## src/hdl/cxb_pkg.sv

```systemverilog
package cxb_pkg;

	localparam int MAX_DIMENSION = 4096;

	// Counter width holds 0..MAX_DIMENSION-1, register width holds MAX_DIMENSION itself
	localparam int CNT_W  = $clog2(MAX_DIMENSION);
	localparam int DIM_W  = 13;
	localparam int OFS_W  = 16;
	localparam int ADDR_W = 26;
	localparam int CFG_W  = 16;
	localparam int IDX_W  = 3;
	localparam int POS_W  = OFS_W + 2;
	localparam int PROD_W = CNT_W + DIM_W;

	localparam logic [IDX_W-1:0] REG_DEST_WIDTH    = IDX_W'(0);
	localparam logic [IDX_W-1:0] REG_DEST_HEIGHT   = IDX_W'(1);
	localparam logic [IDX_W-1:0] REG_OFFSET_X      = IDX_W'(2);
	localparam logic [IDX_W-1:0] REG_OFFSET_Y      = IDX_W'(3);
	localparam logic [IDX_W-1:0] REG_SOURCE_WIDTH  = IDX_W'(4);
	localparam logic [IDX_W-1:0] REG_SOURCE_HEIGHT = IDX_W'(5);

	typedef struct packed {
		logic [CNT_W-1:0] col;
		logic [CNT_W-1:0] row;
	} pos_t;

	// Zero reads as one, anything above the maximum reads as the maximum
	function automatic logic [DIM_W-1:0] clamp_dim(input logic [DIM_W-1:0] v);
		logic [DIM_W-1:0] r;
		if (v == '0) begin
			r = DIM_W'(1);
		end else if (v > DIM_W'(MAX_DIMENSION)) begin
			r = DIM_W'(MAX_DIMENSION);
		end else begin
			r = v;
		end
		return r;
	endfunction

endpackage

```

## src/hdl/clipped_xrgb_to_rgb24_blit_top.sv

```systemverilog
// Channel   Direction  Handshake            Payload
// input     in         in_valid / in_stall   pixel_word, buffer_start
// output    out        out_valid / out_stall byte_address, red, green, blue
// config    in         cfg_write             cfg_index, cfg_data
//
// One pixel per clock sustained unless out_stall backs up; a kept pixel passes through
// the position register, the row multiply register and the result register, in that order.
// Pixels outside the destination frame are dropped in the second stage and give no transaction.
// Reset clears the counters, the stage valids and loads the register defaults.
// An output stall backs up only as far as the first empty stage; in_stall rises when all are full.
module clipped_xrgb_to_rgb24_blit_top import cxb_pkg::*; (
	input  logic              clk,
	input  logic              arst_n,
	input  logic              cfg_write,
	input  logic [IDX_W-1:0]  cfg_index,
	input  logic [CFG_W-1:0]  cfg_data,
	input  logic              in_valid,
	output logic              in_stall,
	input  logic [31:0]       pixel_word,
	input  logic              buffer_start,
	output logic              out_valid,
	input  logic              out_stall,
	output logic [ADDR_W-1:0] byte_address,
	output logic [7:0]        red,
	output logic [7:0]        green,
	output logic [7:0]        blue
);

	logic [DIM_W-1:0] dest_width_q, dest_height_q, source_width_q, source_height_q;
	logic [OFS_W-1:0] offset_x_q, offset_y_q;
	logic [DIM_W-1:0] dw, dh, sw, sh;

	logic             accept;
	pos_t             pos;

	logic             valid_s1;
	pos_t             pos_s1;
	logic [23:0]      rgb_s1;

	logic             valid_s2;
	logic [PROD_W-1:0] row_base_s2;
	logic [CNT_W-1:0] tx_s2;
	logic [23:0]      rgb_s2;

	logic             rdy_s1, rdy_s2, rdy_out;
	logic signed [POS_W-1:0] tx, ty;
	logic             hit;
	logic [PROD_W-1:0] pix_index;
	logic [ADDR_W-1:0] addr;

	always_ff @(posedge clk or negedge arst_n) begin
		if (!arst_n) begin
			dest_width_q    <= DIM_W'(1024);
			dest_height_q   <= DIM_W'(768);
			offset_x_q      <= '0;
			offset_y_q      <= '0;
			source_width_q  <= DIM_W'(1);
			source_height_q <= DIM_W'(1);
		end else if (cfg_write) begin
			unique case (cfg_index)
				REG_DEST_WIDTH:    dest_width_q    <= cfg_data[DIM_W-1:0];
				REG_DEST_HEIGHT:   dest_height_q   <= cfg_data[DIM_W-1:0];
				REG_OFFSET_X:      offset_x_q      <= cfg_data[OFS_W-1:0];
				REG_OFFSET_Y:      offset_y_q      <= cfg_data[OFS_W-1:0];
				REG_SOURCE_WIDTH:  source_width_q  <= cfg_data[DIM_W-1:0];
				REG_SOURCE_HEIGHT: source_height_q <= cfg_data[DIM_W-1:0];
				default: ;
			endcase
		end
	end

	assign dw = clamp_dim(dest_width_q);
	assign dh = clamp_dim(dest_height_q);
	assign sw = clamp_dim(source_width_q);
	assign sh = clamp_dim(source_height_q);

	// Each stage moves when the one after it is empty or moving
	assign rdy_out  = !out_valid || !out_stall;
	assign rdy_s2   = !valid_s2 || rdy_out;
	assign rdy_s1   = !valid_s1 || rdy_s2;
	assign in_stall = !rdy_s1;
	assign accept   = in_valid && rdy_s1;

	cxb_position u_position (
		.clk          (clk),
		.arst_n       (arst_n),
		.advance      (accept),
		.buffer_start (buffer_start),
		.src_w        (sw),
		.src_h        (sh),
		.pos          (pos)
	);

	always_ff @(posedge clk or negedge arst_n) begin
		if (!arst_n) begin
			valid_s1 <= 1'b0;
		end else if (rdy_s1) begin
			valid_s1 <= in_valid;
		end
	end

	always_ff @(posedge clk) begin
		if (accept) begin
			pos_s1 <= pos;
			rgb_s1 <= pixel_word[23:0];
		end
	end

	assign tx = POS_W'(signed'(offset_x_q)) + signed'(POS_W'(pos_s1.col));
	assign ty = POS_W'(signed'(offset_y_q)) + signed'(POS_W'(pos_s1.row));

	assign hit = !tx[POS_W-1] && (tx[POS_W-2:0] < (POS_W-1)'(dw))
		&& !ty[POS_W-1] && (ty[POS_W-2:0] < (POS_W-1)'(dh));

	// Drop pixels that miss the frame here
	always_ff @(posedge clk or negedge arst_n) begin
		if (!arst_n) begin
			valid_s2 <= 1'b0;
		end else if (rdy_s2) begin
			valid_s2 <= valid_s1 && hit;
		end
	end

	always_ff @(posedge clk) begin
		if (rdy_s2 && valid_s1) begin
			row_base_s2 <= ty[CNT_W-1:0] * dw;
			tx_s2       <= tx[CNT_W-1:0];
			rgb_s2      <= rgb_s1;
		end
	end

	assign pix_index = row_base_s2 + PROD_W'(tx_s2);
	assign addr      = ADDR_W'(pix_index) + {pix_index, 1'b0};

	always_ff @(posedge clk or negedge arst_n) begin
		if (!arst_n) begin
			out_valid <= 1'b0;
		end else if (rdy_out) begin
			out_valid <= valid_s2;
		end
	end

	always_ff @(posedge clk) begin
		if (rdy_out && valid_s2) begin
			byte_address <= addr;
			red          <= rgb_s2[23:16];
			green        <= rgb_s2[15:8];
			blue         <= rgb_s2[7:0];
		end
	end

	assert property (@(posedge clk) disable iff (!arst_n)
		in_stall |-> valid_s1 && valid_s2 && out_valid)
		else $error("input held off with an empty stage");

	assert property (@(posedge clk) disable iff (!arst_n)
		valid_s2 && out_valid && out_stall |=> valid_s2)
		else $error("second stage lost a transaction under output stall");

	assert property (@(posedge clk) disable iff (!arst_n)
		valid_s2 |-> DIM_W'(tx_s2) < dw)
		else $error("kept pixel lies outside the destination width");

endmodule

```

## src/hdl/cxb_position.sv

```systemverilog
module cxb_position import cxb_pkg::*; (
	input  logic             clk,
	input  logic             arst_n,
	input  logic             advance,
	input  logic             buffer_start,
	input  logic [DIM_W-1:0] src_w,
	input  logic [DIM_W-1:0] src_h,
	output pos_t             pos
);

	logic [CNT_W-1:0] col_q;
	logic [CNT_W-1:0] row_q;
	logic [DIM_W-1:0] col_inc;
	logic [DIM_W-1:0] row_inc;

	// A buffer start places this pixel at the origin
	assign pos.col = buffer_start ? '0 : col_q;
	assign pos.row = buffer_start ? '0 : row_q;

	assign col_inc = DIM_W'(pos.col) + DIM_W'(1);
	assign row_inc = DIM_W'(pos.row) + DIM_W'(1);

	always_ff @(posedge clk or negedge arst_n) begin
		if (!arst_n) begin
			col_q <= '0;
			row_q <= '0;
		end else if (advance) begin
			if (col_inc >= src_w) begin
				col_q <= '0;
				row_q <= (row_inc >= src_h) ? '0 : row_inc[CNT_W-1:0];
			end else begin
				col_q <= col_inc[CNT_W-1:0];
				row_q <= pos.row;
			end
		end
	end

	assert property (@(posedge clk) disable iff (!arst_n)
		advance && buffer_start && src_w == DIM_W'(1) |=> col_q == '0)
		else $error("column did not wrap on a one-pixel-wide buffer");

endmodule

```

## config.mk

```make
export PLATFORM = sky130hd
export DESIGN_NAME = clipped_xrgb_to_rgb24_blit_top
export DESIGN_NICKNAME = d
export VERILOG_FILES = /design/src/hdl/cxb_pkg.sv /design/src/hdl/clipped_xrgb_to_rgb24_blit_top.sv /design/src/hdl/cxb_position.sv
export SDC_FILE = /design/constraint.sdc
export NUM_CORES = 1
export LEC_CHECK = 0
export BUFFER_PORTS_ARGS = -buffer_cell sky130_fd_sc_hd__buf_2
export CAP_MARGIN = 10
export CORE_MARGIN = 4
export CORE_UTILIZATION = 45
export CTS_CLUSTER_SIZE = 14
export DETAILED_ROUTE_END_ITERATION = 12
export REMOVE_ABC_BUFFERS = 1
export SYNTH_ARGS = -nofsm -noshare
export SYNTH_HDL_FRONTEND = slang
export SYNTH_HIERARCHICAL = 1
export SYNTH_SLANG_ARGS = --single-unit
```

## constraint.sdc

```tcl
create_clock -name clk -period 11.78 [get_ports clk]
set_input_delay 0.589 -clock clk [delete_from_list [all_inputs] [get_ports clk]]
set_output_delay 0.589 -clock clk [all_outputs]
set_load 0.005 [all_outputs]
```

# Word-level counts from Yosys, hierarchy flattened
# Cells that the tools add are included.
word_totals:
  elab_cells: 82
  input_bits: 57
  register_bits: 270
  mem_bits_rw: 0
  memories: 0
  rom_bits: 0
  latch_bits: 0
op_classes:
  bitwise_logic: 0
  n_eq_ne: 5
  magnitude_cmp: 8
  n_reduce_logical: 28
  n_shift: 0
  n_mul: 1
  div_mod_pow: 0
  add_sub_neg: 6
  muxes: 13
op_table:
  columns: ["cell", "n"]
  rows:
  - ["13-bit 2-to-1 mux", 8]
  - ["12-bit 2-to-1 mux", 5]
  - ["13-bit greater-than comparator (second input constant)", 4]
  - ["13-bit zero test", 4]
  - ["16-bit by 13-bit adder with 17-bit output", 2]
  - ["17-bit by 13-bit < comparator with 1-bit output", 2]
  - ["12-bit by 1-bit adder with 13-bit output (second input constant)", 2]
  - ["25-bit by 26-bit adder with 26-bit output", 1]
  - ["13-bit greater-or-equal comparator", 2]
  - ["25-bit by 12-bit adder with 25-bit output", 1]
  - ["12-bit by 13-bit multiplier with 25-bit output", 1]
  - ["2-bit AND reduction", 6]
  - ["1-bit logical AND", 7]
  - ["1-bit zero test", 7]
  - ["3-bit by 2-bit equality test with 1-bit output (second input constant)", 2]
  - ["3-bit equality test (second input constant)", 2]
  - ["3-bit by 1-bit equality test with 1-bit output (second input constant)", 1]
  - ["3-bit zero test", 1]
  - ["1-bit logical OR", 3]

# Depth between registers and ports, before layout
logic_depth:
  word_depth: 8
  mapped_depth: 31

# Hierarchy
# The synthesis kept the hierarchy.
modules_own_cells:
  columns: ["module", "seq_area_each_um2", "cells_each", "n_inst", "area_per_inst_um2"]
  rows:
  - ["clipped_xrgb_to_rgb24_blit_top", 6957.9, 1515, 1, 16826.1]
  - ["cxb_position", 600.6, 292, 1, 2333.5]

# Least setup slack after synthesis
# No wires, ideal clock.
synth_path:
  kind: "reg-to-reg"
  startpoint: "register offset_y_q[1]"
  endpoint: "register row_base_s2[23], data pin"
  setup_slack_ns: 5.011
  required_ns: 11.520
  path_stages_with_launch: 27
  setup_time_ns: 0.260
  period_less_slack_ns: 6.769
  arrival_time_ns: 6.509
  path_cell_list: "dfrtp_1 -> ha_1 -> a21o_1 -> a21o_1 -> a21oi_1 -> nor2b_1 -> o21ai_1 -> o211ai_1 -> a21oi_1 -> xor2_2 -> nor2_1 -> fa_1 -> fa_1 -> fa_1 -> fa_1 -> inv_1 -> fa_1 -> inv_1 -> ha_1 -> a21oi_1 -> o21a_1 -> o31ai_1 -> o31ai_2 -> o21ai_1 -> a41oi_1 -> mux2i_1 -> nand2_1"
synth_via:
  elab_chain_len: 2
synth_rtl:
  columns: ["item", "line_no", "source"]
  rows:
  - ["start: declaration", "clipped_xrgb_to_rgb24_blit_top.sv:30", "logic [OFS_W-1:0] offset_x_q, offset_y_q;"]
  - ["start signal: assignment", "clipped_xrgb_to_rgb24_blit_top.sv:64", "REG_OFFSET_Y: offset_y_q <= cfg_data[OFS_W-1:0];"]
  - ["16-bit by 13-bit adder with 17-bit output", "clipped_xrgb_to_rgb24_blit_top.sv:110", "assign ty = POS_W'(signed'(offset_y_q)) + signed'(POS_W'(pos_s1.row));"]
  - ["12-bit by 13-bit multiplier with 25-bit output", "clipped_xrgb_to_rgb24_blit_top.sv:126", "row_base_s2 <= ty[CNT_W-1:0] * dw;"]
  - ["end signal: assignment", "clipped_xrgb_to_rgb24_blit_top.sv:126", null]
  - ["end: declaration", "clipped_xrgb_to_rgb24_blit_top.sv:41", "logic [PROD_W-1:0] row_base_s2;"]
# No other way between the ends.
# A chain may end at the register's enable or synchronous reset.

# Worst setup path in the final report
layout_path:
  startpoint: "register offset_y_q[0]"
  endpoint: "register row_base_s2[23], data pin"
# Same word-level chain as after synthesis.

==> impl_metrics.csv <==
group,metric,value,unit
status,outcome,"finished clean",
logic_synthesis,ys_types,81,
setup_path,path_max_fanout,8,
routing,num_vias,13170,
routing,postRouteAntennaNets,0,
grt,track_usage,0.1829,
routing,dr_wl_met3,1677,um
logic_synthesis,yosys_warnings,6,
setup_path,criticalPathCategory,"reg -> reg",
routing,dr_wl_met2,20550,um
routing,drc_errors,0,
routing,dr.pass1.iters,5,
cts,cts_tree,"built",
floorplanning,die-area,45940,um^2
cts,cts.sinks,270,
setup_path,cp-end-kind,"flop",
setup_path,cpMostUsedCell,"fa_1",
logic_synthesis,synth_area_per_cell,10.60,um^2
routing,wl_per_cell,17.23,um
setup_path,rrSetupSlack,3.77,ns
cells_and_area,final_util,0.5040,
sta,hold_viol,0,
placement,place_hpwl,32680,um
logic_synthesis,yosysSeqAreaShare,0.3945,
routing,finalWirelength,42400,um
sta,fin_setup_tns,0,ns
setup_path,start_kind,"flop",
cells_and_area,num-fill-cells,3836,
grt,grt_pass1_wl,68920,um
placement,portBuffers,100,
cts,clock_path_buffers,3,
cts,cts_buffers,29,
placement,gp_congestion,0.8639,
logic_synthesis,syn_area,19160,um^2
grt,grt_pass1_vias,13240,
logic_synthesis,synth-main-ff-cell,"edfxtp_1",
logic_synthesis,async_flop_share,0.4111,
routing,highest_layer,"met5",
setup_path,slowest_stage,"xor2_1",
setup_path,rr_endpoint,"row_base_s2[23]$_DFFE_PP_",
sta,skew,0.02397,ns
sta,slew_violations,0,
setup_path,critPathArrivalTime,8.30,ns
cts,cts_root_buffer,"clkbuf_16",
cells_and_area,layout-drive-gt1-share,0.1384,
floorplanning,pin_count,109,
cts,insertion_delay,0.56,ns
run,maxCapViolations,0,
grt,grt_max_degree,62,
logic_synthesis,synth.ff_latch_count,270,
cells_and_area,area_growth,10.59,%
cts,clkSlewWorstSetupHoldPaths,0.06,ns
setup_path,max_stage_delay,0.74,ns
logic_synthesis,syn_inst,1807,
setup_path,worst_ep_required_time,12.08,ns
routing,wirelength_met1,18760,um
cts,cts.hold.buffers_added,0,
routing,initialDrtViolationCount,732,
sta,fin_crit,8.006,ns
floorplanning,rows,75,
cts,post-cts-setup-buffers,0,
floorplanning,core_region_area,42040,um^2
grt,antenna_found_initial,1,
sta,post-route-period-util,0.6796,
floorplanning,die_x,214.3,um
setup_path,reg2reg_depth,29,
worst_hold_path,hold_class,"in -> async",
floorplanning,fp.dieH,214.3,um
routing,viasPerCell,5.351,
floorplanning,start_util,0.4557,
logic_synthesis,synth_edf_count,159,
sta,slew_headroom,0.2878,
grt,overflow,0,
setup_path,rr_startpoint,"offset_y_q[0]$_DFFE_PN0P_",
sta,tightest_slew,1.064,ns
cells_and_area,diodes,0,
sta,setup_violations,0,
sta,grt_setup_unrepaired,"false",
sta,max_freq,124.9,MHz
cells_and_area,layout.nets,2247,
cts,htreeDepth,1,
cts,cts_resized,0,
## layout make-up
| cell class | instances | area [um^2] | share of cell area |
|---|---|---|---|
| Multi-Input combinational cell | 1249 | 10550 | 0.4981 |
| Tap cell | 539 | 674.4 | 0.03183 |
| Timing Repair Buffer | 113 | 600.6 | 0.02835 |
| Clock buffer | 34 | 744.5 | 0.03514 |
| Clock inverter | 18 | 162.7 | 0.007677 |
| Inverter | 238 | 893.4 | 0.04216 |
| Sequential cell | 270 | 7559 | 0.3567 |
## placed cells by master (no fill, tap or decap), types with 47 or more instances in the layout
cell type and n:
nand2_1 178, xnor2_1 66, o21ai_0 47, nor2b_1 58
buf_2 99, mux2_2 74, ha_1 175, fa_1 114
nor2_1 119, dfrtp_1 106, a21oi_1 76, inv_1 232
edfxtp_1 159
## sequential cells by signal, indices dropped and copies added, names as in the netlist, 13 cells and up
register         cells
row_base_s2         25
offset_y_q          16
source_height_q     13
byte_address        26
dest_height_q       13
rgb_s1              24
rgb_s2              24
source_width_q      13
pos_s1              24
offset_x_q          16
dest_width_q        13
## metrics by stage
step | std cells | setup WS [ns] | hold WS [ns] | area (um^2)
final | 2461 | 3.774 | 0.07077 | 21190
after global routing | 2461 | 3.346 | 0.1212 | 21190
after CTS | 2461 | 3.786 | 0.08224 | 21190
after detailed placement | 2409 | 3.849 | 0.4045 | 20280
after global placement | 2409 | 3.979 | 0.4002 | 20280
after floorplan | 1757 | 5.011 | 0.2934 | 18960
## worst max-delay path, delay by kind of cell, from the launching register on
| family | cells | cell delay (ns) |
|---|---|---|
| adders and majority gates | 8 | 3.42 |
| AOI/OAI and AO/OA | 10 | 2.13 |
| xor gates and xnor gates | 1 | 0.74 |
| buffers and inverters | 5 | 0.44 |
| and+or+nand+nor | 4 | 0.43 |
| DFF | 1 | 0.34 |
| muxes | 1 | 0.22 |
## layer usage
| layer | global-route usage | up-vias |
|---|---|---|
| met3 | 0.02310 | 78 |
| met1 | 0.2417 | 6447 |
| met4 | 0.05230 | 2 |
| li1 | - | 6364 |
| met2 | 0.3184 | 277 |
| met5 | 0 | - |
## cell usage after synthesis, types with 8 or more instances
master	number	area, um^2
dfrtp_1	106	2653
ha_1	175	2190
a21oi_1	77	385.4
xnor2_1	68	595.6
nor3_1	19	95.09
mux2_1	8	90.09
o21bai_1	12	90.09
nand3_1	32	160.2
a31oi_1	10	62.56
nor2b_1	58	362.9
inv_1	232	870.8
nor2_1	119	446.7
mux2_2	74	833.3
clkbuf_1	45	168.9
o21a_1	10	75.07
nand2_1	178	668.1
o21ai_0	47	235.2
nand4_1	16	100.1
fa_1	114	2282
and3_1	13	81.33
o21ai_1	19	95.09
nand2b_1	11	68.82
and2_1	13	81.33
xor2_1	28	245.2
edfxtp_1	159	4775
nor4_1	11	68.82
a211oi_1	8	60.06
a21o_1	30	225.2
## how the worst max path moves through the flow
| stage | from | endpoint | slack (ns) |
|---|---|---|---|
| after floorplan | offset_y_q[1]$_DFFE_PN0P_ | row_base_s2[23]$_DFFE_PP_ | 5.01 |
| after detailed placement | offset_y_q[0]$_DFFE_PN0P_ | row_base_s2[23]$_DFFE_PP_ | 3.85 |
| after global routing | offset_y_q[0]$_DFFE_PN0P_ | row_base_s2[24]$_DFFE_PP_ | 3.35 |
| final | offset_y_q[0]$_DFFE_PN0P_ | row_base_s2[23]$_DFFE_PP_ | 3.77 |
| after CTS | offset_y_q[0]$_DFFE_PN0P_ | row_base_s2[23]$_DFFE_PP_ | 3.79 |
| after global placement | offset_y_q[0]$_DFFE_PN0P_ | row_base_s2[23]$_DFFE_PP_ | 3.98 |
## logic make-up (layout without fill, tap and decap cells)
family	after synthesis	after routing	share of synthesized area
AND/OR/NAND/NOR	498	498	0.1241
adder cells (fa/ha/maj)	289	289	0.2334
buffers and inverters	288	403	0.05701
AO/OA/AOI/OAI	279	279	0.09567
flip-flops	270	270	0.3945
XOR/XNOR	98	98	0.04558
multiplexers	85	85	0.04976
Power is not shown: default switching activity piles up to over one toggle a cycle in this logic, so the estimate is an artifact.
